**src/hw/rtl/ifh_pkg.sv**
```systemverilog
// Shared types and constants of the IPv4 fragment header generator.
`default_nettype none
package ifh_pkg;

   // field widths
   localparam int PROTO_W   = 8;
   localparam int HLEN_W    = 6;
   localparam int WORD_W    = 16;
   localparam int MTU_W     = 11;
   localparam int STATUS_W  = 2;
   localparam int OFFSET_W  = 13;

   // fragment word bits
   localparam int DF_POS = 14;
   localparam int MF_POS = 13;

   // protocol and fragment size limits
   localparam logic [PROTO_W-1:0] PROTO_TCP = 8'd6;
   localparam logic [MTU_W-1:0]   MTU_RESET = 11'd512;
   localparam logic [MTU_W-1:0]   MTU_MIN   = 11'd8;
   localparam logic [MTU_W-1:0]   MTU_CAP   = 11'd1480;
   localparam logic [MTU_W-1:0]   MTU_MASK  = 11'h7F8;
   localparam int MAX_FRAGMENTS = 64;

   // width of the payload limit mtu * MAX_FRAGMENTS, and of its compare
   localparam int LIMIT_W = MTU_W + $clog2(MAX_FRAGMENTS + 1);
   localparam int CMP_W   = (LIMIT_W > WORD_W) ? LIMIT_W : WORD_W;

   // register port
   localparam int CSR_ADDR_W = 2;
   localparam int CSR_DATA_W = 32;
   localparam logic [CSR_ADDR_W-1:0] CSR_ADDR_MTU = 2'd0;

   // result status codes
   typedef enum logic [STATUS_W-1:0] {
      STATUS_PASS     = 2'd0,
      STATUS_FRAG     = 2'd1,
      STATUS_TOO_MANY = 2'd2
   } status_type;

   // how the current request is handled
   typedef enum logic [1:0] {
      MODE_PASS     = 2'd0,
      MODE_FRAG     = 2'd1,
      MODE_TOO_MANY = 2'd2
   } mode_type;

   // controller to datapath
   typedef struct packed {
      logic load;
      logic decide;
      logic emit;
   } cmd_type;

   // datapath to controller
   typedef struct packed {
      logic piece_last;
   } sts_type;

endpackage
`default_nettype wire

```
**src/hw/rtl/ifh_req_if.sv**
```systemverilog
// Request channel: one IPv4 header descriptor.
`default_nettype none
interface ifh_req_if;
   import ifh_pkg::*;

   logic                valid;
   logic                ready;
   logic [PROTO_W-1:0]  protocol;
   logic [HLEN_W-1:0]   header_length;
   logic [WORD_W-1:0]   total_length;
   logic [WORD_W-1:0]   frag_word_in;
   logic [WORD_W-1:0]   other_words_sum;

   modport source (
      output valid, protocol, header_length, total_length, frag_word_in, other_words_sum,
      input  ready
   );
   modport sink (
      input  valid, protocol, header_length, total_length, frag_word_in, other_words_sum,
      output ready
   );
endinterface
`default_nettype wire

```
**src/hw/rtl/ifh_rsp_if.sv**
```systemverilog
// Result channel: one fragment header per item.
`default_nettype none
interface ifh_rsp_if;
   import ifh_pkg::*;

   logic                valid;
   logic                ready;
   logic [STATUS_W-1:0] status;
   logic [WORD_W-1:0]   frag_word_out;
   logic [WORD_W-1:0]   frag_total_length;
   logic [WORD_W-1:0]   header_checksum;
   logic [WORD_W-1:0]   payload_start;
   logic [MTU_W-1:0]    payload_bytes;
   logic                last;

   modport source (
      output valid, status, frag_word_out, frag_total_length, header_checksum,
             payload_start, payload_bytes, last,
      input  ready
   );
   modport sink (
      input  valid, status, frag_word_out, frag_total_length, header_checksum,
             payload_start, payload_bytes, last,
      output ready
   );
endinterface
`default_nettype wire

```
**src/hw/rtl/ifh_csr.sv**
```systemverilog
// MTU register with its APB-style access port and effective MTU clamp.
`default_nettype none
module ifh_csr (
   input  wire logic                           clock,
   input  wire logic                           reset,
   input  wire logic                           csr_psel,
   input  wire logic                           csr_penable,
   input  wire logic                           csr_pwrite,
   input  wire logic [ifh_pkg::CSR_ADDR_W-1:0] csr_paddr,
   input  wire logic [ifh_pkg::CSR_DATA_W-1:0] csr_pwdata,
   output logic      [ifh_pkg::CSR_DATA_W-1:0] csr_prdata,
   output logic                                csr_pready,
   output logic      [ifh_pkg::MTU_W-1:0]      mtu_eff
);
   import ifh_pkg::*;

   logic [MTU_W-1:0] mtu_ff;
   logic [MTU_W-1:0] mtu_in;
   logic [MTU_W-1:0] mtu_masked;
   logic             wr_en;

   // write in the access phase
   assign csr_pready = 1'b1;
   assign wr_en = csr_psel && csr_penable && csr_pwrite && csr_pready
                  && (csr_paddr == CSR_ADDR_MTU);

   always_comb begin
      mtu_in = mtu_ff;
      if (wr_en) begin
         mtu_in = csr_pwdata[MTU_W-1:0];
      end
   end

   always_ff @(posedge clock) begin
      if (reset) begin
         mtu_ff <= MTU_RESET;
      end else begin
         mtu_ff <= mtu_in;
      end
   end

   // read back the raw register
   always_comb begin
      csr_prdata = '0;
      if (csr_paddr == CSR_ADDR_MTU) begin
         csr_prdata = CSR_DATA_W'(mtu_ff);
      end
   end

   // drop the low three bits and clamp to the legal range
   assign mtu_masked = mtu_ff & MTU_MASK;
   always_comb begin
      mtu_eff = mtu_masked;
      if (mtu_masked < MTU_MIN) begin
         mtu_eff = MTU_MIN;
      end else if (mtu_masked > MTU_CAP) begin
         mtu_eff = MTU_CAP;
      end
   end

endmodule
`default_nettype wire

```
**src/hw/rtl/ifh_ctrl.sv**
```systemverilog
// Controller: request handshake, decide step and fragment emit sequencing.
`default_nettype none
module ifh_ctrl (
   input  wire logic             clock,
   input  wire logic             reset,
   input  wire logic             req_valid,
   output logic                  req_ready,
   output logic                  rsp_valid,
   input  wire logic             rsp_ready,
   output ifh_pkg::cmd_type      cmd,
   input  wire ifh_pkg::sts_type sts
);
   import ifh_pkg::*;

   typedef enum logic [1:0] {
      ST_IDLE   = 2'd0,
      ST_DECIDE = 2'd1,
      ST_EMIT   = 2'd2
   } state_type;

   state_type state_ff;
   state_type state_in;
   logic      rsp_valid_ff;
   logic      rsp_valid_in;
   logic      out_free;

   // output register can take a new result
   assign out_free  = !rsp_valid_ff || rsp_ready;
   assign req_ready = (state_ff == ST_IDLE);
   assign rsp_valid = rsp_valid_ff;

   // commands to the datapath
   always_comb begin
      cmd.load   = req_valid && req_ready;
      cmd.decide = (state_ff == ST_DECIDE);
      cmd.emit   = (state_ff == ST_EMIT) && out_free;
   end

   // next state and result valid
   always_comb begin
      state_in     = state_ff;
      rsp_valid_in = rsp_valid_ff && !rsp_ready;
      if (cmd.emit) begin
         rsp_valid_in = 1'b1;
      end
      case (state_ff)
         ST_IDLE: begin
            if (cmd.load) begin
               state_in = ST_DECIDE;
            end
         end
         ST_DECIDE: begin
            state_in = ST_EMIT;
         end
         ST_EMIT: begin
            if (cmd.emit && sts.piece_last) begin
               state_in = ST_IDLE;
            end
         end
         default: begin
            state_in = ST_IDLE;
         end
      endcase
   end

   always_ff @(posedge clock) begin
      if (reset) begin
         state_ff     <= ST_IDLE;
         rsp_valid_ff <= 1'b0;
      end else begin
         state_ff     <= state_in;
         rsp_valid_ff <= rsp_valid_in;
      end
   end

`ifndef SYNTHESIS
   a_load_to_decide: assert property (@(posedge clock) disable iff (reset)
      cmd.load |=> state_ff == ST_DECIDE)
      else $error("accepted request did not enter decide");

   a_decide_to_emit: assert property (@(posedge clock) disable iff (reset)
      state_ff == ST_DECIDE |=> state_ff == ST_EMIT && !req_ready)
      else $error("decide step not followed by emit");

   a_last_to_idle: assert property (@(posedge clock) disable iff (reset)
      cmd.emit && sts.piece_last |=> state_ff == ST_IDLE && rsp_valid_ff)
      else $error("final result did not return to idle");

   a_emit_shows: assert property (@(posedge clock) disable iff (reset)
      state_ff == ST_EMIT && out_free |=> rsp_valid_ff)
      else $error("emitted result not presented");
`endif

endmodule
`default_nettype wire

```
**src/hw/rtl/ifh_dp.sv**
```systemverilog
// Datapath: descriptor registers, fragment walk and result register.
`default_nettype none
module ifh_dp (
   input  wire logic                         clock,
   input  wire ifh_pkg::cmd_type             cmd,
   output ifh_pkg::sts_type                  sts,
   input  wire logic [ifh_pkg::MTU_W-1:0]    mtu_eff,
   input  wire logic [ifh_pkg::PROTO_W-1:0]  protocol,
   input  wire logic [ifh_pkg::HLEN_W-1:0]   header_length,
   input  wire logic [ifh_pkg::WORD_W-1:0]   total_length,
   input  wire logic [ifh_pkg::WORD_W-1:0]   frag_word_in,
   input  wire logic [ifh_pkg::WORD_W-1:0]   other_words_sum,
   output logic      [ifh_pkg::STATUS_W-1:0] status,
   output logic      [ifh_pkg::WORD_W-1:0]   frag_word_out,
   output logic      [ifh_pkg::WORD_W-1:0]   frag_total_length,
   output logic      [ifh_pkg::WORD_W-1:0]   header_checksum,
   output logic      [ifh_pkg::WORD_W-1:0]   payload_start,
   output logic      [ifh_pkg::MTU_W-1:0]    payload_bytes,
   output logic                              last
);
   import ifh_pkg::*;

   // ones-complement header checksum over three words
   function automatic logic [WORD_W-1:0] csum3(input logic [WORD_W-1:0] a,
                                               input logic [WORD_W-1:0] b,
                                               input logic [WORD_W-1:0] c);
      logic [WORD_W+1:0] s0;
      logic [WORD_W:0]   s1;
      logic [WORD_W:0]   s2;
      s0 = (WORD_W+2)'(a) + (WORD_W+2)'(b) + (WORD_W+2)'(c);
      s1 = (WORD_W+1)'(s0[WORD_W-1:0]) + (WORD_W+1)'(s0[WORD_W+1:WORD_W]);
      s2 = (WORD_W+1)'(s1[WORD_W-1:0]) + (WORD_W+1)'(s1[WORD_W]);
      return ~s2[WORD_W-1:0];
   endfunction

   // descriptor held for the whole request
   logic [PROTO_W-1:0] protocol_ff;
   logic [HLEN_W-1:0]  hlen_ff;
   logic [WORD_W-1:0]  tlen_ff;
   logic [WORD_W-1:0]  fword_ff;
   logic [WORD_W-1:0]  others_ff;

   // decide results and walk state
   mode_type           mode_ff;
   mode_type           mode_in;
   logic [WORD_W-1:0]  payload_ff;
   logic [WORD_W-1:0]  payload_in;
   logic [WORD_W-1:0]  sent_ff;
   logic [WORD_W-1:0]  sent_in;

   // result register
   logic [STATUS_W-1:0] status_ff;
   logic [WORD_W-1:0]   word_ff;
   logic [WORD_W-1:0]   len_ff;
   logic [WORD_W-1:0]   csum_ff;
   logic [WORD_W-1:0]   start_ff;
   logic [MTU_W-1:0]    bytes_ff;
   logic                last_ff;

   logic [LIMIT_W-1:0]  limit;
   logic                pass;

   logic                is_frag;
   logic [WORD_W-1:0]   remain;
   logic                piece_long;
   logic [MTU_W-1:0]    piece;
   logic                frag_last;
   logic [OFFSET_W-1:0] offset;
   logic [WORD_W-1:0]   word;
   logic [WORD_W-1:0]   len;
   logic [STATUS_W-1:0] status_in;
   logic [WORD_W-1:0]   start_in;
   logic [MTU_W-1:0]    bytes_in;

   // classify the request: pass, fragment, or too many pieces
   always_comb begin
      payload_in = (tlen_ff > WORD_W'(hlen_ff)) ? (tlen_ff - WORD_W'(hlen_ff)) : '0;
      limit = LIMIT_W'(mtu_eff) * LIMIT_W'(MAX_FRAGMENTS);
      pass  = (protocol_ff != PROTO_TCP) || (tlen_ff <= WORD_W'(mtu_eff))
              || (payload_in == '0);
      if (pass) begin
         mode_in = MODE_PASS;
      end else if (CMP_W'(payload_in) > CMP_W'(limit)) begin
         mode_in = MODE_TOO_MANY;
      end else begin
         mode_in = MODE_FRAG;
      end
   end

   // current piece of the walk
   always_comb begin
      is_frag    = (mode_ff == MODE_FRAG);
      remain     = payload_ff - sent_ff;
      piece_long = remain > WORD_W'(mtu_eff);
      piece      = piece_long ? mtu_eff : remain[MTU_W-1:0];
      frag_last  = !piece_long;
      offset     = fword_ff[OFFSET_W-1:0] + sent_ff[WORD_W-1:3];
      sts.piece_last = !is_frag || frag_last;
      sent_in    = sent_ff + WORD_W'(piece);

      if (is_frag) begin
         word = WORD_W'(offset);
         word[DF_POS] = 1'b1;
         word[MF_POS] = !frag_last || fword_ff[MF_POS];
         len       = WORD_W'(hlen_ff) + WORD_W'(piece);
         status_in = STATUS_FRAG;
         start_in  = sent_ff;
         bytes_in  = piece;
      end else begin
         word      = fword_ff;
         len       = tlen_ff;
         status_in = (mode_ff == MODE_TOO_MANY) ? STATUS_TOO_MANY : STATUS_PASS;
         start_in  = '0;
         bytes_in  = '0;
      end
   end

   // hold descriptor, walk state and result register
   always_ff @(posedge clock) begin
      if (cmd.load) begin
         protocol_ff <= protocol;
         hlen_ff     <= header_length;
         tlen_ff     <= total_length;
         fword_ff    <= frag_word_in;
         others_ff   <= other_words_sum;
      end
      if (cmd.decide) begin
         mode_ff    <= mode_in;
         payload_ff <= payload_in;
         sent_ff    <= '0;
      end else if (cmd.emit) begin
         sent_ff    <= sent_in;
      end
      if (cmd.emit) begin
         status_ff <= status_in;
         word_ff   <= word;
         len_ff    <= len;
         csum_ff   <= csum3(others_ff, len, word);
         start_ff  <= start_in;
         bytes_ff  <= bytes_in;
         last_ff   <= sts.piece_last;
      end
   end

   assign status            = status_ff;
   assign frag_word_out     = word_ff;
   assign frag_total_length = len_ff;
   assign header_checksum   = csum_ff;
   assign payload_start     = start_ff;
   assign payload_bytes     = bytes_ff;
   assign last              = last_ff;

endmodule
`default_nettype wire

```
**src/hw/rtl/ipv4_fragment_header_generator_unit.sv**
```systemverilog
// Top level of the IPv4 fragment header generator.
//
//   port group   direction  width/kind           purpose
//   req          in         ifh_req_if.sink      IPv4 header descriptor request
//   rsp          out        ifh_rsp_if.source    fragment header results
//   csr_*        in/out     APB-style, 32 bit    mtu register (byte address 0)
//
// A request is accepted in the idle state and classified in the decide state; the emit
// state then gives one result per cycle while the output register can take it. The emit
// sequencer sets this; the next request is taken once the final result is in the output register.
// Reset clears the controller and sets mtu to 512. A stalled result holds the
// output register and pauses the fragment walk.
`default_nettype none
module ipv4_fragment_header_generator_unit (
   input  wire logic                           clock,
   input  wire logic                           reset,
   ifh_req_if.sink                             req,
   ifh_rsp_if.source                           rsp,
   input  wire logic                           csr_psel,
   input  wire logic                           csr_penable,
   input  wire logic                           csr_pwrite,
   input  wire logic [ifh_pkg::CSR_ADDR_W-1:0] csr_paddr,
   input  wire logic [ifh_pkg::CSR_DATA_W-1:0] csr_pwdata,
   output logic      [ifh_pkg::CSR_DATA_W-1:0] csr_prdata,
   output logic                                csr_pready
);
   import ifh_pkg::*;

   cmd_type          cmd;
   sts_type          sts;
   logic [MTU_W-1:0] mtu_eff;

   // mtu register
   ifh_csr u_csr (
      .clock       (clock),
      .reset       (reset),
      .csr_psel    (csr_psel),
      .csr_penable (csr_penable),
      .csr_pwrite  (csr_pwrite),
      .csr_paddr   (csr_paddr),
      .csr_pwdata  (csr_pwdata),
      .csr_prdata  (csr_prdata),
      .csr_pready  (csr_pready),
      .mtu_eff     (mtu_eff)
   );

   // sequencer
   ifh_ctrl u_ctrl (
      .clock     (clock),
      .reset     (reset),
      .req_valid (req.valid),
      .req_ready (req.ready),
      .rsp_valid (rsp.valid),
      .rsp_ready (rsp.ready),
      .cmd       (cmd),
      .sts       (sts)
   );

   // fragment datapath
   ifh_dp u_dp (
      .clock             (clock),
      .cmd               (cmd),
      .sts               (sts),
      .mtu_eff           (mtu_eff),
      .protocol          (req.protocol),
      .header_length     (req.header_length),
      .total_length      (req.total_length),
      .frag_word_in      (req.frag_word_in),
      .other_words_sum   (req.other_words_sum),
      .status            (rsp.status),
      .frag_word_out     (rsp.frag_word_out),
      .frag_total_length (rsp.frag_total_length),
      .header_checksum   (rsp.header_checksum),
      .payload_start     (rsp.payload_start),
      .payload_bytes     (rsp.payload_bytes),
      .last              (rsp.last)
   );

endmodule
`default_nettype wire

```
**src/flat_wrapper.sv**
```systemverilog
// flat-port wrapper written by rule: the top's interface ports become plain ports
module ipv4_fragment_header_generator_unit_flat import ifh_pkg::*;
  (clock, reset, csr_psel, csr_penable, csr_pwrite, csr_paddr, csr_pwdata, csr_prdata, csr_pready, req_valid, req_protocol, req_header_length, req_total_length, req_frag_word_in, req_other_words_sum, req_ready, rsp_valid, rsp_status, rsp_frag_word_out, rsp_frag_total_length, rsp_header_checksum, rsp_payload_start, rsp_payload_bytes, rsp_last, rsp_ready);
  ifh_req_if req_i ();
  ifh_rsp_if rsp_i ();
  input  wire logic clock;
  input  wire logic reset;
  input  wire logic csr_psel;
  input  wire logic csr_penable;
  input  wire logic csr_pwrite;
  input  wire logic [ifh_pkg::CSR_ADDR_W-1:0] csr_paddr;
  input  wire logic [ifh_pkg::CSR_DATA_W-1:0] csr_pwdata;
  output logic      [ifh_pkg::CSR_DATA_W-1:0] csr_prdata;
  output logic csr_pready;
  input wire logic [$bits(req_i.valid)-1:0] req_valid;
  input wire logic [$bits(req_i.protocol)-1:0] req_protocol;
  input wire logic [$bits(req_i.header_length)-1:0] req_header_length;
  input wire logic [$bits(req_i.total_length)-1:0] req_total_length;
  input wire logic [$bits(req_i.frag_word_in)-1:0] req_frag_word_in;
  input wire logic [$bits(req_i.other_words_sum)-1:0] req_other_words_sum;
  output wire logic [$bits(req_i.ready)-1:0] req_ready;
  output wire logic [$bits(rsp_i.valid)-1:0] rsp_valid;
  output wire logic [$bits(rsp_i.status)-1:0] rsp_status;
  output wire logic [$bits(rsp_i.frag_word_out)-1:0] rsp_frag_word_out;
  output wire logic [$bits(rsp_i.frag_total_length)-1:0] rsp_frag_total_length;
  output wire logic [$bits(rsp_i.header_checksum)-1:0] rsp_header_checksum;
  output wire logic [$bits(rsp_i.payload_start)-1:0] rsp_payload_start;
  output wire logic [$bits(rsp_i.payload_bytes)-1:0] rsp_payload_bytes;
  output wire logic [$bits(rsp_i.last)-1:0] rsp_last;
  input wire logic [$bits(rsp_i.ready)-1:0] rsp_ready;
  assign req_i.valid = req_valid;
  assign req_i.protocol = req_protocol;
  assign req_i.header_length = req_header_length;
  assign req_i.total_length = req_total_length;
  assign req_i.frag_word_in = req_frag_word_in;
  assign req_i.other_words_sum = req_other_words_sum;
  assign req_ready = req_i.ready;
  assign rsp_valid = rsp_i.valid;
  assign rsp_status = rsp_i.status;
  assign rsp_frag_word_out = rsp_i.frag_word_out;
  assign rsp_frag_total_length = rsp_i.frag_total_length;
  assign rsp_header_checksum = rsp_i.header_checksum;
  assign rsp_payload_start = rsp_i.payload_start;
  assign rsp_payload_bytes = rsp_i.payload_bytes;
  assign rsp_last = rsp_i.last;
  assign rsp_i.ready = rsp_ready;
  ipv4_fragment_header_generator_unit u_core (.clock(clock), .reset(reset), .req(req_i), .rsp(rsp_i), .csr_psel(csr_psel), .csr_penable(csr_penable), .csr_pwrite(csr_pwrite), .csr_paddr(csr_paddr), .csr_pwdata(csr_pwdata), .csr_prdata(csr_prdata), .csr_pready(csr_pready));
endmodule
```
**config.mk**
```make
export PLATFORM = sky130hd
export DESIGN_NAME = ipv4_fragment_header_generator_unit_flat
export DESIGN_NICKNAME = d
export VERILOG_FILES = /design/src/hw/rtl/ifh_pkg.sv /design/src/hw/rtl/ifh_req_if.sv /design/src/hw/rtl/ifh_rsp_if.sv /design/src/hw/rtl/ifh_csr.sv /design/src/hw/rtl/ifh_ctrl.sv /design/src/hw/rtl/ifh_dp.sv /design/src/hw/rtl/ipv4_fragment_header_generator_unit.sv /design/src/flat_wrapper.sv
export SDC_FILE = /design/constraint.sdc
export NUM_CORES = 1
export LEC_CHECK = 0
export BUFFER_PORTS_ARGS = -buffer_cell sky130_fd_sc_hd__buf_2
export CORE_ASPECT_RATIO = 0.9
export CORE_MARGIN = 5
export CORE_UTILIZATION = 52
export DETAILED_ROUTE_END_ITERATION = 8
export PLACE_DENSITY = 0.78
export SLEW_MARGIN = 10
export SYNTH_ARGS = -nofsm -noshare
export SYNTH_HDL_FRONTEND = slang
export SYNTH_HIERARCHICAL = 1
export SYNTH_SLANG_ARGS = --single-unit
```
**constraint.sdc**
```tcl
create_clock -name clock -period 10.24 [get_ports clock]
set_input_delay 3.072 -clock clock [delete_from_list [all_inputs] [get_ports clock]]
set_output_delay 3.072 -clock clock [all_outputs]
set_load 0.01 [all_outputs]
```
==> impl_metrics.tcl, run 1 <==
set metrics [dict create \
    seq_area_frac_synth_pct 43.3 \
    drive_gt1_share_pct 27.8 \
    yosysWarnings 6 \
    critPathArrivalTime_ps 10990 \
    drc 0 \
    combPwrFrac_pct 36.4 \
    drv_slew 0 \
    fin_crit_sh_pct 105 \
    rsz0062_at_grt "true" \
    wl_per_cell_um 17.7 \
    synth_area_um2 12300 \
    wl_um 32200 \
    layout_min_cycle_time_ps 10720 \
    power.leakage_uw 0.00664 \
    diodes 0 \
    final_area_um2 15300 \
    final_core_util_pct 65.5 \
    clock-sinks 188 \
    avgSynthCellArea_um2 10.3 \
    initial_utilization_pct 52.8 \
    grt.overflow.total 0 \
    cts_tree "done" \
    clock_latency_ps 440 \
    required_ps 10510 \
    synth_edf_count 158 \
    r2r_slack_ps -480 \
    fin_nets 1729 \
    slew_headroom_pct 43.2 \
    fmax_ghz 0.0932 \
    hpwl_um 24300 \
    viasPerCell 5.45 \
    drtIter0Drc 856 \
    worst_hold_startpoint "u_core/u_csr/mtu_ff[1]$_SDFFE_PP0P_" \
    place_area_um2 14400 \
    path_max_fanout 5 \
    outcome "complete, but fails checks" \
    max_cap_violations 0 \
    gp_congestion 0.905 \
    switching_power_uw 816 \
    whs_endpoint "u_core/u_csr/mtu_ff[1]$_SDFFE_PP0P_" \
    seq_power_share_pct 36.6 \
    worstMarginPinSlew_ps 852 \
    synthCells 1198 \
    grt_usage_pct 23.5 \
    ys_ff_latch 188 \
    ant_nets 0 \
    hold_class "reg -> reg" \
    clkTransAtPathRegs_ps 70 \
    first_pass_iters 5 \
    final_cell_mix "172 x buf_2, 158 x edfxtp_1, 140 x buf_4, 126 x inv_1, 95 x ha_1" \
    hold_viol_final 0 \
    critPathMaxStageDelay_ps 530 \
    io_pins 216 \
    hold_ws_ps 470 \
    path_class "reg -> reg" \
    setup_viol 11 \
    power_density_nw_per_um2 161 \
    die-height_um 156 \
    fin_ws_ps -484 \
    grt_pass1_wl_um 49500 \
    final_common_cell "buf_2" \
    p_int_uw 1650 \
    cts_root_buf "clkbuf_16" \
    coreArea_um2 23300 \
    grt_max_degree 64 \
    reg2regPathDepth 54 \
    ys_types 80 \
    htree_levels 4 \
    cts_max_path_buffers 2 \
    die_x_um 172 \
    crit_path_start_kind "flop" \
    cts_buffers 17 \
    antenna_found_initial 1 \
    worstReg2RegStart "u_core/u_dp/sent_ff[0]$_SDFFE_PP0P_" \
    synth-main-ff-cell "edfxtp_1" \
    area.growth.synth_to_final_pct 24.0 \
    holdPathStages 2 \
    numPortBuffers 172 \
    grt_pass1_vias 9592 \
    worst_path_max_delay_cell "fa_1" \
    violations "setup timing" \
    vias 9897 \
    endpoint_kind "flop" \
    crit_family "compound AO/OA/AOI/OAI gates" \
    r2r-end "u_core/u_dp/header_checksum[15]$_DFFE_PP_" \
    ys_async_sr_fraction_pct 0 \
    irDropWorstVdd_uv 110 \
    fin_skew_ps 13.6 \
    cp_num_buf_inv 4 \
    power_frac_clock_pct 26.9 \
    rows 53 \
    switching_share_pct 33.1 \
    dieArea_um2 26900 \
    critPathMostFrequentCell "a21oi_2" \
]
-- sequential cells by signal, summed over array words and instances, names as in the netlist, 6 cells and up --
signal	cells
u_core/u_dp/frag_total_length	16
u_core/u_dp/frag_word_out	16
u_core/u_dp/fword_ff	16
u_core/u_dp/header_checksum	16
u_core/u_dp/others_ff	16
u_core/u_dp/payload_ff	16
u_core/u_dp/payload_start	16
u_core/u_dp/sent_ff	16
u_core/u_dp/tlen_ff	16
u_core/u_csr/mtu_ff	11
u_core/u_dp/payload_bytes	11
u_core/u_dp/protocol_ff	8
u_core/u_dp/hlen_ff	6
-- synthesized netlist by cell type (3+ instances only) --
cell type,count,share of area [%]
clkbuf_1,21,0.64
xnor2_1,53,3.8
xor2_1,33,2.3
nor3_1,21,0.85
nor2b_1,17,0.86
a31oi_1,5,0.25
ha_1,101,10
or2_2,4,0.20
buf_1,3,0.091
nand3_1,29,1.2
or4_1,3,0.18
dfxtp_1,30,4.9
and2_1,35,1.8
nor4_1,7,0.35
nand2b_1,40,2.0
o21bai_1,9,0.55
o21ai_1,6,0.24
nor3b_1,4,0.24
fa_1,23,3.7
or3_1,6,0.30
o22ai_1,3,0.15
and3_1,6,0.30
mux2_2,6,0.55
mux2i_1,31,2.5
a22oi_1,3,0.18
nor2_1,92,2.8
o21ai_0,34,1.4
buf_4,25,1.5
o21a_1,11,0.67
inv_1,127,3.9
edfxtp_1,158,38
nand3b_1,3,0.18
o211ai_1,11,0.67
nand4_1,13,0.66
a21o_1,22,1.3
a211oi_1,7,0.43
a21oi_1,62,2.5
a211o_1,5,0.35
nor4b_1,3,0.21
nand2_1,74,2.3
-- layer usage --
| metal | share of wire [%] | vias to the layer above | GRT usage, % |
|---|---|---|---|
| li1 | - | 4752 | - |
| met1 | 43 | 4713 | 32.6 |
| met2 | 47 | 385 | 38.3 |
| met3 | 7.6 | 45 | 4.48 |
| met4 | 2.0 | 2 | 5.99 |
| met5 | 0.022 | - | 0 |
-- metrics by stage --
stage               TNS, ps  cells  power (µW)  setup slack, ps
CTS                   -1490   1808        2430             -313
global route         -10410   1817        2590             -957
floorplan             -1.77   1221        1450            -1.77
finish                -4080   1817        2460             -484
global placement      -3290   1767        1710             -467
detailed placement    -4450   1767        1730             -566
-- logic make-up (layout without fill, tap and decap cells) --
family	after synthesis	count (layout)	share of synthesized area, %
flip-flops	188	188	43.3
XOR/XNOR	88	88	6.37
multiplexers	37	37	3.06
AND/OR/NAND/NOR	369	369	15.3
AO/OA/AOI/OAI	209	209	11.4
adder cells (fa/ha/maj)	125	125	14.1
other	2	25	0.0609
buffers and inverters	180	474	6.44
-- repair_timing --
action | CTS | global route
resized for setup | 29 | 15
setup endpoints to repair | 14 | 16
hold buffers | 0 | 0
pin swaps | 19 | 8
setup buffers | 9 | 9
hold endpoints to repair | 0 | 0
-- area by class of cell --
| class | count | area (µm²) |
|---|---|---|
| tap | 302 | 378 |
| fill | 1830 | 8040 |
| sequential | 188 | 5350 |
| clock inverter | 9 | 114 |
| multi-input combinational | 853 | 6590 |
| clock buffer | 23 | 458 |
| timing repair buffer | 314 | 1930 |
| inverter | 128 | 480 |
-- worst max-delay path by stage --
stage / slack (ps) / end / depth (start not counted) / startpoint
finish: -480 / u_core/u_dp/header_checksum[15]$_DFFE_PP_ / 54 / u_core/u_dp/sent_ff[0]$_SDFFE_PP0P_
global route: -960 / u_core/u_dp/header_checksum[15]$_DFFE_PP_ / 57 / u_core/u_dp/payload_ff[0]$_DFFE_PP_
CTS: -310 / u_core/u_dp/header_checksum[15]$_DFFE_PP_ / 57 / u_core/u_dp/payload_ff[0]$_DFFE_PP_
detailed placement: -570 / u_core/u_dp/header_checksum[15]$_DFFE_PP_ / 55 / u_core/u_dp/payload_ff[0]$_DFFE_PP_
global placement: -470 / u_core/u_dp/header_checksum[15]$_DFFE_PP_ / 55 / u_core/u_dp/payload_ff[0]$_DFFE_PP_
floorplan: -2 / u_core/u_dp/header_checksum[15]$_DFFE_PP_ / 56 / u_core/u_dp/payload_ff[0]$_DFFE_PP_
-- power by group through the flow --
stage	Sequential, µW	Combinational [µW]	Clock (µW)
global route	905	977	710
global placement	918	788	0
detailed placement	919	810	0
finish	903	898	663
floorplan	916	530	0
CTS	902	854	675
-- tightest hold or removal path, delay by kind of cell, from the launching register on --
family        cells  cell delay (ps)
mux               1               50
flops             1              310
simple gates      1               60
Power figures use the tool's default switching activity.
==> run 2, diff against run 1 <==
- CORE_ASPECT_RATIO: 0.9 -> 1.25
==> run 2 against run 1 <==
Net effect: the run still ends with setup timing left; power is 2.1% higher; combinational power is 1% higher; core utilization hardly changed; setup slack better by 93 ps; critical path type unchanged; non-clock buffer count is 11 higher; maximum frequency is 0.88% higher; first-iteration DRC count is 39% lower; via count is 0.10% lower; sequential power hardly changed; final cell count hardly changed.
==> impl_metrics.tcl, run 2 (synthesis results as in run 1) <==
set metrics [dict create \
    outcome "complete, but fails checks" \
    violations "setup timing" \
    postCtsHoldBufs 0 \
    vias 9887 \
    regArea_um2 5350 \
    ant_nets 0 \
    worstMarginPinSlew_ps 1130 \
    wl_um 32400 \
    first_pass_iters 5 \
    power_frac_clock_pct 27.9 \
    use_met2_pct 43.0 \
    finalPower_uw 2510 \
    p_int_uw 1710 \
    coreArea_um2 23600 \
    hold_class "reg -> reg" \
    clock_latency_ps 440 \
    path_class "reg -> reg" \
    critPathMaxStageDelay_ps 520 \
    final_common_cell "buf_2" \
    cts_tree "done" \
    combPwrFrac_pct 36.2 \
    switching_power_uw 807 \
    drtIter0Drc 524 \
    cts_root_buf "clkbuf_16" \
    fin_cells 1818 \
    endpoint_kind "flop" \
    clkTransAtPathRegs_ps 70 \
    grt.overflow.total 0 \
    drv_slew 0 \
    multi_input_area_um2 6600 \
    initial_utilization_pct 52.3 \
    dieArea_um2 26900 \
    power_density_nw_per_um2 163 \
    hold_viol_final 0 \
    fmax_ghz 0.0941 \
    hpwl_um 24700 \
    gr-usage-met3_pct 4.17 \
    fin_skew_ps 12.6 \
    grt_pass1_wl_um 50100 \
    antenna_found_initial 0 \
    crit_path_start_kind "flop" \
    wl_per_cell_um 17.8 \
    switching_share_pct 32.1 \
    layout_min_cycle_time_ps 10630 \
    fin_nets 1740 \
    viasPerCell 5.44 \
    htree_levels 4 \
    crit_family "adder cells" \
    max_cap_violations 0 \
    final_cell_mix "172 x buf_2, 158 x edfxtp_1, 148 x buf_4, 125 x inv_1, 94 x ha_1" \
    drc 0 \
    die-height_um 182 \
    fin_ws_ps -391 \
    die_x_um 148 \
    place_inst 1757 \
    grt-busiest-layer "met2" \
    cts_max_path_buffers 2 \
    power.leakage_uw 0.00674 \
    irDropWorstVdd_uv 122 \
    gp_congestion 0.955 \
    critPathMostFrequentCell "a21oi_2" \
    area.growth.synth_to_final_pct 25.2 \
    numPortBuffers 172 \
    setup_viol 12 \
    path_max_fanout 5 \
    drive_gt1_share_pct 28.8 \
    seq_power_share_pct 35.9 \
    rsz0062_at_grt "true" \
    clock-sinks 188 \
    r2r_slack_ps -390 \
    grt_pass1_vias 10100 \
    cp_num_buf_inv 7 \
    cts_buffers 17 \
    grt_max_degree 63 \
    required_ps 10420 \
    slew_headroom_pct 24.8 \
    grt_use_met1_pct 27.0 \
    fin_crit_sh_pct 104 \
    worst_path_max_delay_cell "fa_1" \
    critPathArrivalTime_ps 10810 \
    grt_usage_pct 23.7 \
    fillers 1762 \
    rows 63 \
    diodes 0 \
    io_pins 216 \
]
run 2: cell count changes in the layout (fill, tap and decap cells not counted), sizes merged:
cell,change
clkinvlp,-2
clkinv,+4
inv,+1
buf,+11
bufinv,+2
clkbuf,-5
run 2: path summary, 6_finish.rpt:
| path | start | to | depth (start not counted) |
|---|---|---|---|
| worst max-delay path | u_core/u_dp/payload_ff[0]$_DFFE_PP_ | u_core/u_dp/header_checksum[14]$_DFFE_PP_ | 58 |
| worst min-delay path | u_core/u_csr/mtu_ff[0]$_SDFFE_PP0P_ | u_core/u_csr/mtu_ff[0]$_SDFFE_PP0P_ | 2 |
| worst max register to register | u_core/u_dp/payload_ff[0]$_DFFE_PP_ | u_core/u_dp/header_checksum[14]$_DFFE_PP_ | 58 |
| worst min register to register | u_core/u_csr/mtu_ff[0]$_SDFFE_PP0P_ | u_core/u_csr/mtu_ff[0]$_SDFFE_PP0P_ | 2 |
run 2: area by class of cell:
| type | instances | area share, % |
|---|---|---|
| Clock buffer | 18 | 2.78 |
| Tap cell | 292 | 2.37 |
| Clock inverter | 14 | 1.22 |
| Inverter | 128 | 3.11 |
| Sequential cell | 188 | 34.6 |
| Timing Repair Buffer | 325 | 13.1 |
| Multi-Input combinational cell | 853 | 42.8 |
run 2: routing by layer:
layer / vias up / routed length [µm]
met5: - / 0
met4: 0 / 1490
met3: 90 / 1950
met2: 342 / 17000
met1: 4679 / 12000
li1: 4776 / -
run 2: metrics by stage:
step	setup TNS, ps	utilization (%)	hold WS (ps)	area [µm²]	setup slack (ps)
2_1_floorplan	-1.77	-	444	12500	-1.77
3_3_place_gp	-2200	61.0	455	14400	-353
3_5_place_dp	-4810	61.0	464	14400	-597
4_1_cts	-1380	64.8	478	15300	-285
5_1_grt	-11280	65.5	511	15400	-992
6_report	-3510	65.5	473	15400	-391
run 2: power groups by stage:
stage               logic (µW)  clock network [µW]  registers [µW]
floorplan                  530                   0             916
finish                     911                 701             902
detailed placement         816                   0             919
global route               992                 747             904
global placement           792                   0             918
CTS                        865                 712             902
run 2: what timing repair did:
item,in CTS,in global routing
setup buffers,20,9
cloned,0,0
setup endpoints to repair,14,16
pin swaps,28,3
gates resized for setup,31,20
endpoints found under the hold margin,0,0
run 2: worst min-delay path: stages, from the launching register on:
cell and delay (ps):
dfxtp_1 310, nand2b_1 60, mux2i_1 60
